## config.mk

```make
export PLATFORM = sky130hd
export DESIGN_NAME = radix_text_to_integer_parser
export DESIGN_NICKNAME = d
export VERILOG_FILES = /design/src/hdl/rttip_pkg.sv /design/src/hdl/rttip_parse_core.sv /design/src/hdl/rttip_result_reg.sv /design/src/hdl/radix_text_to_integer_parser.sv
export SDC_FILE = /design/constraint.sdc
export NUM_CORES = 2
export LEC_CHECK = 0
export BUFFER_PORTS_ARGS = -buffer_cell sky130_fd_sc_hd__buf_2
export CAP_MARGIN = 20
export CORE_MARGIN = 5
export CORE_UTILIZATION = 28
export CTS_CLUSTER_SIZE = 8
export DETAILED_ROUTE_END_ITERATION = 10
export PLACE_DENSITY = 0.51
export SYNTH_ARGS = -nofsm -noshare
export SYNTH_HDL_FRONTEND = slang
export SYNTH_SLANG_ARGS = --single-unit
```

## constraint.sdc

```tcl
create_clock -name clock -period 15.7 [get_ports clock]
set_clock_uncertainty 0.05 [all_clocks]
set_input_delay 2.355 -clock clock [delete_from_list [all_inputs] [get_ports clock]]
set_output_delay 2.355 -clock clock [all_outputs]
set_load 0.05 [all_outputs]
```

## src/hdl/rttip_pkg.sv

```systemverilog
// Shared types, character codes and helper functions for the radix text parser.
`timescale 1ns / 1ps

package rttip_pkg;

   localparam int VALUE_W    = 64;
   localparam int CHAR_W     = 8;
   localparam int RADIX_W    = 6;
   localparam int CSR_IDX_W  = 2;
   localparam int CSR_DATA_W = 6;

   // Register indexes on the configuration port
   localparam logic [CSR_IDX_W-1:0] CSR_RADIX  = 2'd0;
   localparam logic [CSR_IDX_W-1:0] CSR_SIGNED = 2'd1;

   // Bases with special meaning
   localparam logic [RADIX_W-1:0] RADIX_AUTO = 6'd0;
   localparam logic [RADIX_W-1:0] RADIX_MIN  = 6'd2;
   localparam logic [RADIX_W-1:0] RADIX_BIN  = 6'd2;
   localparam logic [RADIX_W-1:0] RADIX_OCT  = 6'd8;
   localparam logic [RADIX_W-1:0] RADIX_DEC  = 6'd10;
   localparam logic [RADIX_W-1:0] RADIX_HEX  = 6'd16;
   localparam logic [RADIX_W-1:0] RADIX_MAX  = 6'd36;
   localparam logic [RADIX_W-1:0] NOT_DIGIT  = 6'd37;

   // Character codes
   localparam logic [CHAR_W-1:0] CH_ZERO   = 8'h30;
   localparam logic [CHAR_W-1:0] CH_NINE   = 8'h39;
   localparam logic [CHAR_W-1:0] CH_LC_A   = 8'h61;
   localparam logic [CHAR_W-1:0] CH_LC_Z   = 8'h7A;
   localparam logic [CHAR_W-1:0] CH_UC_A   = 8'h41;
   localparam logic [CHAR_W-1:0] CH_UC_Z   = 8'h5A;
   localparam logic [CHAR_W-1:0] CH_LC_X   = 8'h78;
   localparam logic [CHAR_W-1:0] CH_LC_O   = 8'h6F;
   localparam logic [CHAR_W-1:0] CH_LC_B   = 8'h62;
   localparam logic [CHAR_W-1:0] CH_MINUS  = 8'h2D;
   localparam logic [CHAR_W-1:0] CH_PLUS   = 8'h2B;
   localparam logic [CHAR_W-1:0] CH_SPACE  = 8'h20;
   localparam logic [CHAR_W-1:0] CH_TAB    = 8'h09;
   localparam logic [CHAR_W-1:0] CH_CR     = 8'h0D;
   localparam logic [CHAR_W-1:0] CASE_BIT  = 8'h20;
   localparam logic [CHAR_W-1:0] DIGIT_OFS = 8'd10;

   typedef enum logic [3:0] {
      PH_LEAD,
      PH_LEAD2,
      PH_AUTO_ZERO,
      PH_ZERO_RUN,
      PH_ZERO_WS,
      PH_EXPL_ZERO,
      PH_PREFIX,
      PH_ZEROS,
      PH_DIGITS,
      PH_SPOOL,
      PH_DISCARD
   } phase_type;

   typedef struct packed {
      logic [RADIX_W-1:0] radix;
      logic               signed_mode;
   } cfg_type;

   function automatic logic is_space(input logic [CHAR_W-1:0] c);
      return (c == CH_SPACE) || ((c >= CH_TAB) && (c <= CH_CR));
   endfunction

   function automatic logic [RADIX_W-1:0] digit_of(input logic [CHAR_W-1:0] c);
      logic [CHAR_W-1:0] t;
      t = NOT_DIGIT;
      if ((c >= CH_ZERO) && (c <= CH_NINE)) begin
         t = c - CH_ZERO;
      end else if ((c >= CH_LC_A) && (c <= CH_LC_Z)) begin
         t = c - CH_LC_A + DIGIT_OFS;
      end else if ((c >= CH_UC_A) && (c <= CH_UC_Z)) begin
         t = c - CH_UC_A + DIGIT_OFS;
      end
      return t[RADIX_W-1:0];
   endfunction

   function automatic logic [CHAR_W-1:0] prefix_letter(input logic [RADIX_W-1:0] r);
      logic [CHAR_W-1:0] l;
      if (r == RADIX_HEX) begin
         l = CH_LC_X;
      end else if (r == RADIX_OCT) begin
         l = CH_LC_O;
      end else begin
         l = CH_LC_B;
      end
      return l;
   endfunction

endpackage

```

## src/hdl/rttip_parse_core.sv

```systemverilog
// Per-string parse state and the single-pass character step with result shaping.
`timescale 1ns / 1ps

module rttip_parse_core #(
   parameter int WORD_BITS   = 64,
   parameter int OFFSET_BITS = 12
) (
   input  logic                                 clock,
   input  logic                                 reset,
   input  rttip_pkg::cfg_type                   cfg_i,
   input  logic [rttip_pkg::CHAR_W-1:0]         char_i,
   input  logic                                 last_i,
   input  logic                                 fire_i,
   output logic                                 emit_o,
   output logic [rttip_pkg::VALUE_W-1:0]        value_o,
   output logic                                 range_o,
   output logic [OFFSET_BITS-1:0]               offset_o
);

   localparam int W  = WORD_BITS;
   localparam int VW = rttip_pkg::VALUE_W;
   localparam int RW = rttip_pkg::RADIX_W;

   localparam logic [W-1:0] WORD_MASK = {W{1'b1}};
   localparam logic [W-1:0] LONG_MAX  = {1'b0, {(W-1){1'b1}}};

   rttip_pkg::phase_type    phase_ff, phase_in, ph;
   logic [W-1:0]            acc_ff, acc_in;
   logic [RW-1:0]           radix_ff, radix_in, ar;
   logic                    neg_ff, neg_in;
   logic                    ovf_ff, ovf_in;
   logic [OFFSET_BITS-1:0]  pos_ff, pos_in;

   logic [1:0]              adv;
   logic                    done;
   logic                    hit;
   logic                    sp;
   logic [RW-1:0]           d;
   logic [W+6:0]            mac;
   logic [OFFSET_BITS:0]    pos_sum;
   logic [W-1:0]            res_word;
   logic                    res_range;

   assign sp = rttip_pkg::is_space(char_i);
   assign d  = rttip_pkg::digit_of(char_i);

   // One pass over the character; phases are laid out in the order control flows forward
   always_comb begin
      ph     = phase_ff;
      ar     = radix_ff;
      acc_in = acc_ff;
      neg_in = neg_ff;
      ovf_in = ovf_ff;
      adv    = 2'd0;
      done   = 1'b0;
      hit    = 1'b0;
      mac    = '0;

      if (ph > rttip_pkg::PH_DISCARD) begin
         ph   = rttip_pkg::PH_DISCARD;
         done = 1'b1;
      end

      if (!done && ph == rttip_pkg::PH_LEAD) begin
         if (sp) begin
            adv  = adv + 2'd1;
            done = 1'b1;
         end else begin
            ph = rttip_pkg::PH_LEAD2;
            if (cfg_i.signed_mode &&
                (char_i == rttip_pkg::CH_PLUS || char_i == rttip_pkg::CH_MINUS)) begin
               neg_in = (char_i == rttip_pkg::CH_MINUS);
               adv    = adv + 2'd1;
               done   = 1'b1;
            end
         end
      end

      if (!done && ph == rttip_pkg::PH_LEAD2) begin
         if (sp) begin
            adv  = adv + 2'd1;
            done = 1'b1;
         end else if (cfg_i.radix == rttip_pkg::RADIX_AUTO) begin
            if (char_i == rttip_pkg::CH_ZERO) begin
               adv  = adv + 2'd1;
               ph   = rttip_pkg::PH_AUTO_ZERO;
               done = 1'b1;
            end else begin
               ar = rttip_pkg::RADIX_DEC;
               ph = rttip_pkg::PH_ZEROS;
            end
         end else if (cfg_i.radix < rttip_pkg::RADIX_MIN ||
                      cfg_i.radix > rttip_pkg::RADIX_MAX) begin
            hit  = 1'b1;
            done = 1'b1;
         end else begin
            ar = cfg_i.radix;
            if ((cfg_i.radix == rttip_pkg::RADIX_HEX || cfg_i.radix == rttip_pkg::RADIX_OCT ||
                 cfg_i.radix == rttip_pkg::RADIX_BIN) && char_i == rttip_pkg::CH_ZERO) begin
               adv  = adv + 2'd1;
               ph   = rttip_pkg::PH_EXPL_ZERO;
               done = 1'b1;
            end else begin
               ph = rttip_pkg::PH_ZEROS;
            end
         end
      end

      if (!done && ph == rttip_pkg::PH_AUTO_ZERO) begin
         if ((char_i | rttip_pkg::CASE_BIT) == rttip_pkg::CH_LC_X) begin
            ar   = rttip_pkg::RADIX_HEX;
            ph   = rttip_pkg::PH_PREFIX;
            done = 1'b1;
         end else if ((char_i | rttip_pkg::CASE_BIT) == rttip_pkg::CH_LC_O) begin
            ar   = rttip_pkg::RADIX_OCT;
            ph   = rttip_pkg::PH_PREFIX;
            done = 1'b1;
         end else if ((char_i | rttip_pkg::CASE_BIT) == rttip_pkg::CH_LC_B) begin
            ar   = rttip_pkg::RADIX_BIN;
            ph   = rttip_pkg::PH_PREFIX;
            done = 1'b1;
         end else begin
            ph = rttip_pkg::PH_ZERO_RUN;
         end
      end

      if (!done && ph == rttip_pkg::PH_ZERO_RUN) begin
         if (char_i == rttip_pkg::CH_ZERO) begin
            adv  = adv + 2'd1;
            done = 1'b1;
         end else begin
            ph = rttip_pkg::PH_ZERO_WS;
         end
      end

      if (!done && ph == rttip_pkg::PH_ZERO_WS) begin
         if (sp) begin
            adv = adv + 2'd1;
         end else begin
            hit = 1'b1;
         end
         done = 1'b1;
      end

      if (!done && ph == rttip_pkg::PH_EXPL_ZERO) begin
         if ((char_i | rttip_pkg::CASE_BIT) == rttip_pkg::prefix_letter(ar)) begin
            ph   = rttip_pkg::PH_PREFIX;
            done = 1'b1;
         end else begin
            ph = rttip_pkg::PH_ZEROS;
         end
      end

      // A digit right after a prefix is counted here and again below
      if (!done && ph == rttip_pkg::PH_PREFIX) begin
         if (d < ar) begin
            adv = adv + 2'd1;
            ph  = rttip_pkg::PH_ZEROS;
         end else begin
            hit  = 1'b1;
            done = 1'b1;
         end
      end

      if (!done && ph == rttip_pkg::PH_ZEROS) begin
         if (char_i == rttip_pkg::CH_ZERO) begin
            adv  = adv + 2'd1;
            done = 1'b1;
         end else begin
            ph = rttip_pkg::PH_DIGITS;
         end
      end

      if (!done && ph == rttip_pkg::PH_DIGITS) begin
         if (d >= ar) begin
            hit = 1'b1;
         end else begin
            mac = ({7'b0, acc_ff} * {{(W+1){1'b0}}, ar}) + {{(W+1){1'b0}}, d};
            if (|mac[W+6:W]) begin
               acc_in = WORD_MASK;
               ovf_in = 1'b1;
               ph     = rttip_pkg::PH_SPOOL;
            end else begin
               acc_in = mac[W-1:0];
            end
            adv = adv + 2'd1;
         end
         done = 1'b1;
      end

      if (!done && ph == rttip_pkg::PH_SPOOL) begin
         if (d < ar) begin
            adv = adv + 2'd1;
         end else begin
            hit = 1'b1;
         end
         done = 1'b1;
      end

      if (hit) begin
         ph = rttip_pkg::PH_DISCARD;
      end
   end

   // Saturating character count
   always_comb begin
      pos_sum = {1'b0, pos_ff} + {{(OFFSET_BITS-1){1'b0}}, adv};
      pos_in  = pos_sum[OFFSET_BITS] ? {OFFSET_BITS{1'b1}} : pos_sum[OFFSET_BITS-1:0];
      phase_in = ph;
      radix_in = ar;
   end

   // Result outputs: end of number, or end of string before any result
   always_comb begin
      emit_o    = (phase_ff != rttip_pkg::PH_DISCARD) && (hit || last_i);
      res_word  = acc_in;
      res_range = ovf_in;
      if (cfg_i.signed_mode) begin
         if (!acc_in[W-1]) begin
            res_word = neg_in ? (~acc_in + {{(W-1){1'b0}}, 1'b1}) : acc_in;
         end else if (neg_in && (acc_in[W-2:0] == '0)) begin
            res_word = acc_in;
         end else begin
            res_word  = LONG_MAX;
            res_range = 1'b1;
         end
      end
      value_o  = VW'(res_word);
      range_o  = res_range;
      offset_o = pos_in;
   end

   always_ff @(posedge clock) begin
      if (reset) begin
         phase_ff <= rttip_pkg::PH_LEAD;
         acc_ff   <= '0;
         radix_ff <= '0;
         neg_ff   <= 1'b0;
         ovf_ff   <= 1'b0;
         pos_ff   <= '0;
      end else if (fire_i) begin
         if (last_i) begin
            phase_ff <= rttip_pkg::PH_LEAD;
            acc_ff   <= '0;
            radix_ff <= '0;
            neg_ff   <= 1'b0;
            ovf_ff   <= 1'b0;
            pos_ff   <= '0;
         end else begin
            phase_ff <= emit_o ? rttip_pkg::PH_DISCARD : phase_in;
            acc_ff   <= acc_in;
            radix_ff <= radix_in;
            neg_ff   <= neg_in;
            ovf_ff   <= ovf_in;
            pos_ff   <= pos_in;
         end
      end
   end

endmodule

```

## src/hdl/rttip_result_reg.sv

```systemverilog
// Output result register with valid flag; loads a new beat while the old one drains.
`timescale 1ns / 1ps

module rttip_result_reg #(
   parameter int DATA_W = 80
) (
   input  logic              clock,
   input  logic              reset,
   input  logic              load_i,
   input  logic [DATA_W-1:0] data_i,
   input  logic              take_i,
   output logic              valid_o,
   output logic [DATA_W-1:0] data_o
);

   logic              valid_ff, valid_in;
   logic [DATA_W-1:0] data_ff, data_in;

   always_comb begin
      valid_in = valid_ff;
      data_in  = data_ff;
      if (load_i) begin
         valid_in = 1'b1;
         data_in  = data_i;
      end else if (take_i) begin
         valid_in = 1'b0;
      end
   end

   always_ff @(posedge clock) begin
      if (reset) begin
         valid_ff <= 1'b0;
      end else begin
         valid_ff <= valid_in;
      end
   end

   always_ff @(posedge clock) begin
      data_ff <= data_in;
   end

   assign valid_o = valid_ff;
   assign data_o  = data_ff;

endmodule

```

## src/hdl/radix_text_to_integer_parser.sv

```systemverilog
// Top level of the radix text to integer parser: ports, config, input and result stages.
`timescale 1ns / 1ps

// A character beat accepted into the input stage register is parsed from there; its result,
//   if any, is loaded into the result register and shown on rsp_*.
// Throughput: one character per cycle, set by the combinational multiply-add of the
//   accumulator by the active base; the input stage stalls only behind an unread result.
// Reset: synchronous, active high; clears the stage valids, the parse state and the
//   config (radix 0 = auto, signed_mode 0). csr_ready is always high.

module radix_text_to_integer_parser #(
   parameter int WORD_BITS   = 64,
   parameter int OFFSET_BITS = 12
) (
   input  logic                                 clock,
   input  logic                                 reset,
   // Character stream
   input  logic                                 req_tvalid,
   output logic                                 req_tready,
   input  logic [7:0]                           req_tdata,   // [7:0] char_code
   input  logic                                 req_tlast,   // last
   // Result stream
   output logic                                 rsp_tvalid,
   input  logic                                 rsp_tready,
   // [63:0] value, [64] range_error, [64+OFFSET_BITS:65] end_offset, then zero fill
   output logic [((rttip_pkg::VALUE_W+1+OFFSET_BITS+7)/8)*8-1:0] rsp_tdata,
   // Register writes
   input  logic                                 csr_valid,
   output logic                                 csr_ready,
   input  logic [rttip_pkg::CSR_IDX_W-1:0]      csr_index,
   input  logic [rttip_pkg::CSR_DATA_W-1:0]     csr_data
);

   localparam int VW    = rttip_pkg::VALUE_W;
   localparam int RSP_W = ((VW + 1 + OFFSET_BITS + 7) / 8) * 8;

   // Config registers
   rttip_pkg::cfg_type cfg_ff, cfg_in;

   // Input stage: one held character beat
   logic                         in_valid_ff, in_valid_in;
   logic [rttip_pkg::CHAR_W-1:0] char_ff, char_in;
   logic                         last_ff, last_in;

   logic                         emit;
   logic                         proceed;
   logic                         load;
   logic [VW-1:0]                res_value;
   logic                         res_range;
   logic [OFFSET_BITS-1:0]       res_offset;
   logic [RSP_W-1:0]             res_beat;

   assign csr_ready = 1'b1;

   // Take writes at once; radix keeps the whole data word, signed_mode only its low bit
   always_comb begin
      cfg_in = cfg_ff;
      if (csr_valid && csr_ready) begin
         case (csr_index)
            rttip_pkg::CSR_RADIX:  cfg_in.radix       = csr_data[rttip_pkg::RADIX_W-1:0];
            rttip_pkg::CSR_SIGNED: cfg_in.signed_mode = csr_data[0];
            default:               cfg_in = cfg_ff;
         endcase
      end
   end

   always_ff @(posedge clock) begin
      if (reset) begin
         cfg_ff <= '0;
      end else begin
         cfg_ff <= cfg_in;
      end
   end

   // Advance the held beat unless it would produce a result into a full, stalled register
   assign proceed    = in_valid_ff && (!emit || !rsp_tvalid || rsp_tready);
   assign load       = proceed && emit;
   assign req_tready = !in_valid_ff || proceed;

   always_comb begin
      in_valid_in = in_valid_ff;
      char_in     = char_ff;
      last_in     = last_ff;
      if (req_tvalid && req_tready) begin
         in_valid_in = 1'b1;
         char_in     = req_tdata;
         last_in     = req_tlast;
      end else if (proceed) begin
         in_valid_in = 1'b0;
      end
   end

   always_ff @(posedge clock) begin
      if (reset) begin
         in_valid_ff <= 1'b0;
      end else begin
         in_valid_ff <= in_valid_in;
      end
   end

   always_ff @(posedge clock) begin
      char_ff <= char_in;
      last_ff <= last_in;
   end

   rttip_parse_core #(
      .WORD_BITS   (WORD_BITS),
      .OFFSET_BITS (OFFSET_BITS)
   ) u_core (
      .clock    (clock),
      .reset    (reset),
      .cfg_i    (cfg_ff),
      .char_i   (char_ff),
      .last_i   (last_ff),
      .fire_i   (proceed),
      .emit_o   (emit),
      .value_o  (res_value),
      .range_o  (res_range),
      .offset_o (res_offset)
   );

   // Pack the result beat, zero fill to whole bytes
   assign res_beat = RSP_W'({res_offset, res_range, res_value});

   rttip_result_reg #(
      .DATA_W (RSP_W)
   ) u_result (
      .clock   (clock),
      .reset   (reset),
      .load_i  (load),
      .data_i  (res_beat),
      .take_i  (rsp_tready),
      .valid_o (rsp_tvalid),
      .data_o  (rsp_tdata)
   );

   // A result is never written over one that still waits
   a_no_overwrite: assert property (@(posedge clock) disable iff (reset)
      load |-> (!rsp_tvalid || rsp_tready))
      else $error("result register overwritten while stalled");

   // A held character that cannot advance stays held
   a_hold_input: assert property (@(posedge clock) disable iff (reset)
      (in_valid_ff && !proceed) |=> (in_valid_ff && $stable(char_ff) && $stable(last_ff)))
      else $error("held character lost while stalled");

   // Saturated results carry all ones below the top bit of the word
   a_sat_value: assert property (@(posedge clock) disable iff (reset)
      (rsp_tvalid && rsp_tdata[VW]) |-> (&rsp_tdata[WORD_BITS-2:0]))
      else $error("range error without saturated value");

   // Reset leaves both stages empty
   a_reset_empty: assert property (@(posedge clock)
      $past(reset) |-> (!rsp_tvalid && !in_valid_ff))
      else $error("stage valid set after reset");

endmodule

```

==> run_results.csv <==
group,metric,value,unit
route,finalWirelength,92.07,mm
yosys,yosysWarnings,0,
yosys,netlist_instances,3011,
setup_path,critPathSlowestCell,"a31o_2",
setup_path,endpoint_kind,"flip-flop",
layout,antennaDiodeCount,0,
timing,fmax,0.07216,GHz
global_routing,grt_pass1_vias,22820,
layout,mostFrequentLayoutCells,"and2_1, nand2_1, fa_1",
setup_path,required,15.89,ns
route,num_vias,23300,
yosys,ys_seq_elements,183,
yosys,synth_top_area_cell,"fa_1",
global_routing,grt_pass1_wl,142.3,mm
floorplan,coreArea,91390,um2
hold_path,worstHoldStart,"u_core.pos_ff[0]",
clock_tree,clk_pin_slew,0.08,ns
setup_path,regToRegSetupSlack,1.84,ns
layout,areaGrowthSynthToFinish,8.112,%
timing,post-route-period-util,88.26,%
global_routing,track_usage,18.35,%
route,drc,0,
yosys,yosysSeqAreaShare,17.61,%
layout,drive_gt1_share,8.597,%
setup_path,path_max_fanout,38,
floorplan,fp.dieW,312.9,um
layout,final_common_cell,"and2_1",
yosys,synth_edf_count,86,
floorplan,rows,111,
route,ant_nets,0,
layout,layout.nets,3399,
timing,finalMaxSlewViolations,0,
clock_tree,cts_tree,"done",
power_and_ir_drop,seqPwrFrac,26.7,%
setup_path,cp_top_family,"compound AO/OA/AOI/OAI gates",
timing,grt_setup_unrepaired,"false",
clock_tree,clkSinkCount,183,
clock_tree,htree_levels,4,
clock_tree,cts_setup_buffers,0,
global_routing,grt_max_degree,78,
setup_path,cp_num_buf_inv,4,
power_and_ir_drop,power_density,89.58,nW/um2
placement,place.gp.congestion,0.9342,
yosys,ys_types,111,
clock_tree,cts_made_buffers,17,
power_and_ir_drop,total_power,2489,uW
yosys,avgSynthCellArea,8.534,um2
hold_path,hold_class,"reg -> reg",
timing,setup_viol,0,
floorplan,die-area,97930,um2
route,drt_iter0_markers,2113,
clock_tree,clock_latency,0.49,ns
placement,dp_hpwl,68.91,mm
setup_path,crit_path_max_incr_delay,0.96,ns
power_and_ir_drop,ir_drop,79.92,uV
yosys,synth_top_area_share,19.71,%
flow_run,maxCapViolations,0,
power_and_ir_drop,swShare,52.51,%
timing,period_minus_slack,13.86,ns
clock_tree,cts_resized,0,
layout,nFillCells,9731,
floorplan,die_h,312.9,um
floorplan,start_util,28.12,%
setup_path,reg2reg_to,"u_result.data_o[24]",
setup_path,r2r_start,"char_ff[4]",
route,dr.pass1.iters,7,
timing,fin_setup_tns,0,ns
floorplan,ioPinCount,105,
global_routing,overflow,0,
route,via_per_inst,5.612,
global_routing,antenna_found_initial,4,
timing,slew_headroom,21.85,%
clock_tree,ctsHoldBuffers,0,
yosys,syn-cell-area,25700,um2
yosys,async_reset_ff_share,0,%
yosys,synth_ff_type,"dfxtp_1",
power_and_ir_drop,combPwrFrac,54.8,%
power_and_ir_drop,switchingPower,1307,uW
setup_path,worstSetupStartpointType,"flip-flop",
power_and_ir_drop,internal_power,1182,uW
run_status,status,"finished clean",
placement,port_buffers,100,
setup_path,worst-setup-path-type,"reg -> reg",
setup_path,rr_worst_depth,37,
power_and_ir_drop,p_clk_share,18.5,%
clock_tree,clk_path_buf_depth,2,
power_and_ir_drop,p_leak,0.01289,uW
hold_path,min_path_cells,2,
hold_path,holdPathEnd,"u_core.pos_ff[0]",
route,post_drt_wl_per_cell,22.18,um
timing,tightest_slew,1.167,ns
setup_path,critical_path_arrival,14.04,ns
timing,finalHoldViolations,0,
yosys,synth_top_cells_by_area,"fa_1, edfxtp_1, ha_1",
clock_tree,clk_root_buffer_cell,"clkbuf_16",
[per-stage QoR]
stage / hold WS (ns) / setup slack (ns) / util, % / cell area, um2 / std cells
floorplan: 0.3813 / 4.700 / - / 25700 / 3013
global placement: 0.4005 / 2.520 / 29.71 / 27150 / 4118
detailed placement: 0.4065 / 2.124 / 29.71 / 27150 / 4119
CTS: 0.4211 / 2.080 / 30.37 / 27750 / 4151
global route: 0.4438 / 0.9057 / 30.40 / 27780 / 4152
finish: 0.4149 / 1.843 / 30.40 / 27780 / 4152
[power by group through the flow]
stage                     clock, uW  sequential (uW)  combinational [uW]
after global routing            487              675                1450
final                           460              665                1360
after detailed placement          0              677                1330
after floorplan                   0              860                 707
after global placement            0              681                1330
after CTS                       471              668                1330
[cell families (layout without fill, tap and decap cells)]
logic type / after synthesis / after routing / synth area share (%)
DFF: 183 / 183 / 17.61
and+or+nand+nor: 1268 / 1268 / 26.63
xor gates and xnor gates: 72 / 72 / 2.454
AOI/OAI and AO/OA: 700 / 700 / 18.03
buffers and inverters: 301 / 254 / 4.694
muxes: 61 / 61 / 2.517
adders and majority gates: 424 / 424 / 28.04
other: 2 / 4 / 0.02923
[tightest hold or removal path, cell delays in order, from the launching register on]
cell	delay, ns
dfxtp_1	0.32
nand2_1	0.05
a21oi_1	0.05
[registers in the layout, indices dropped and copies added (netlist names)]
signal            cells
u_core.radix_ff       6
u_core.phase_ff       4
char_ff               8
u_core.ovf_ff         1
last_ff               1
in_valid_ff           1
u_core.pos_ff        12
u_core.acc_ff        64
u_result.data_o      77
u_core.neg_ff         1
u_result.valid_o      1
cfg_ff                7
[layout make-up]
type                       instances  area (um2)  area share [%]
multi-input combinational       2529       20070           72.25
sequential                       183        4524           16.29
tap                             1186        1484           5.341
timing repair buffer             132       763.2           2.747
clock buffer                      18       429.2           1.545
inverter                          90       337.8           1.216
clock inverter                    14       170.2          0.6125
[routing by layer]
metal  wire length, um  global-route usage [%]  vias to the layer above
li1                  -                       -                    10630
met1             41950                   26.17                    11700
met2             41650                   29.43                      859
met3              6081                   2.340                      119
met4              2395                   4.925                        0
met5                 0                       0                        -
[synthesized netlist by cell type (8+ instances only)]
cell type / n
nor4_1: 25
a22oi_1: 9
mux2_2: 25
o31a_1: 10
and2_1: 326
o21ai_0: 116
ha_1: 171
a211oi_1: 22
nand2_1: 262
edfxtp_1: 86
a21oi_1: 214
mux2i_1: 35
nand4_1: 35
nand3b_1: 8
o31ai_1: 25
o21ai_1: 13
xor2_1: 27
nand2b_1: 12
a31oi_1: 42
fa_1: 253
a22o_1: 13
a31o_2: 10
nand3_1: 105
o21bai_1: 14
o2111ai_1: 8
o21a_1: 33
nor2_1: 170
nor3b_1: 10
or3_1: 82
buf_1: 14
dfxtp_1: 97
nor2b_1: 15
clkbuf_1: 163
nor3_1: 67
buf_2: 24
inv_1: 88
or2_2: 12
a21o_1: 36
o211ai_1: 36
xnor2_1: 45
and3_1: 82
or4_1: 13
[worst max path at each step]
stage,startpoint,cells after the start,endpoint
after global routing,char_ff[4],37,u_result.data_o[26]
after detailed placement,char_ff[4],37,u_result.data_o[24]
final,char_ff[4],37,u_result.data_o[24]
after floorplan,char_ff[4],46,u_result.data_o[58]
after CTS,char_ff[4],37,u_result.data_o[24]
after global placement,char_ff[4],37,u_result.data_o[36]
No activity file was read; power rests on OpenSTA's default activity.
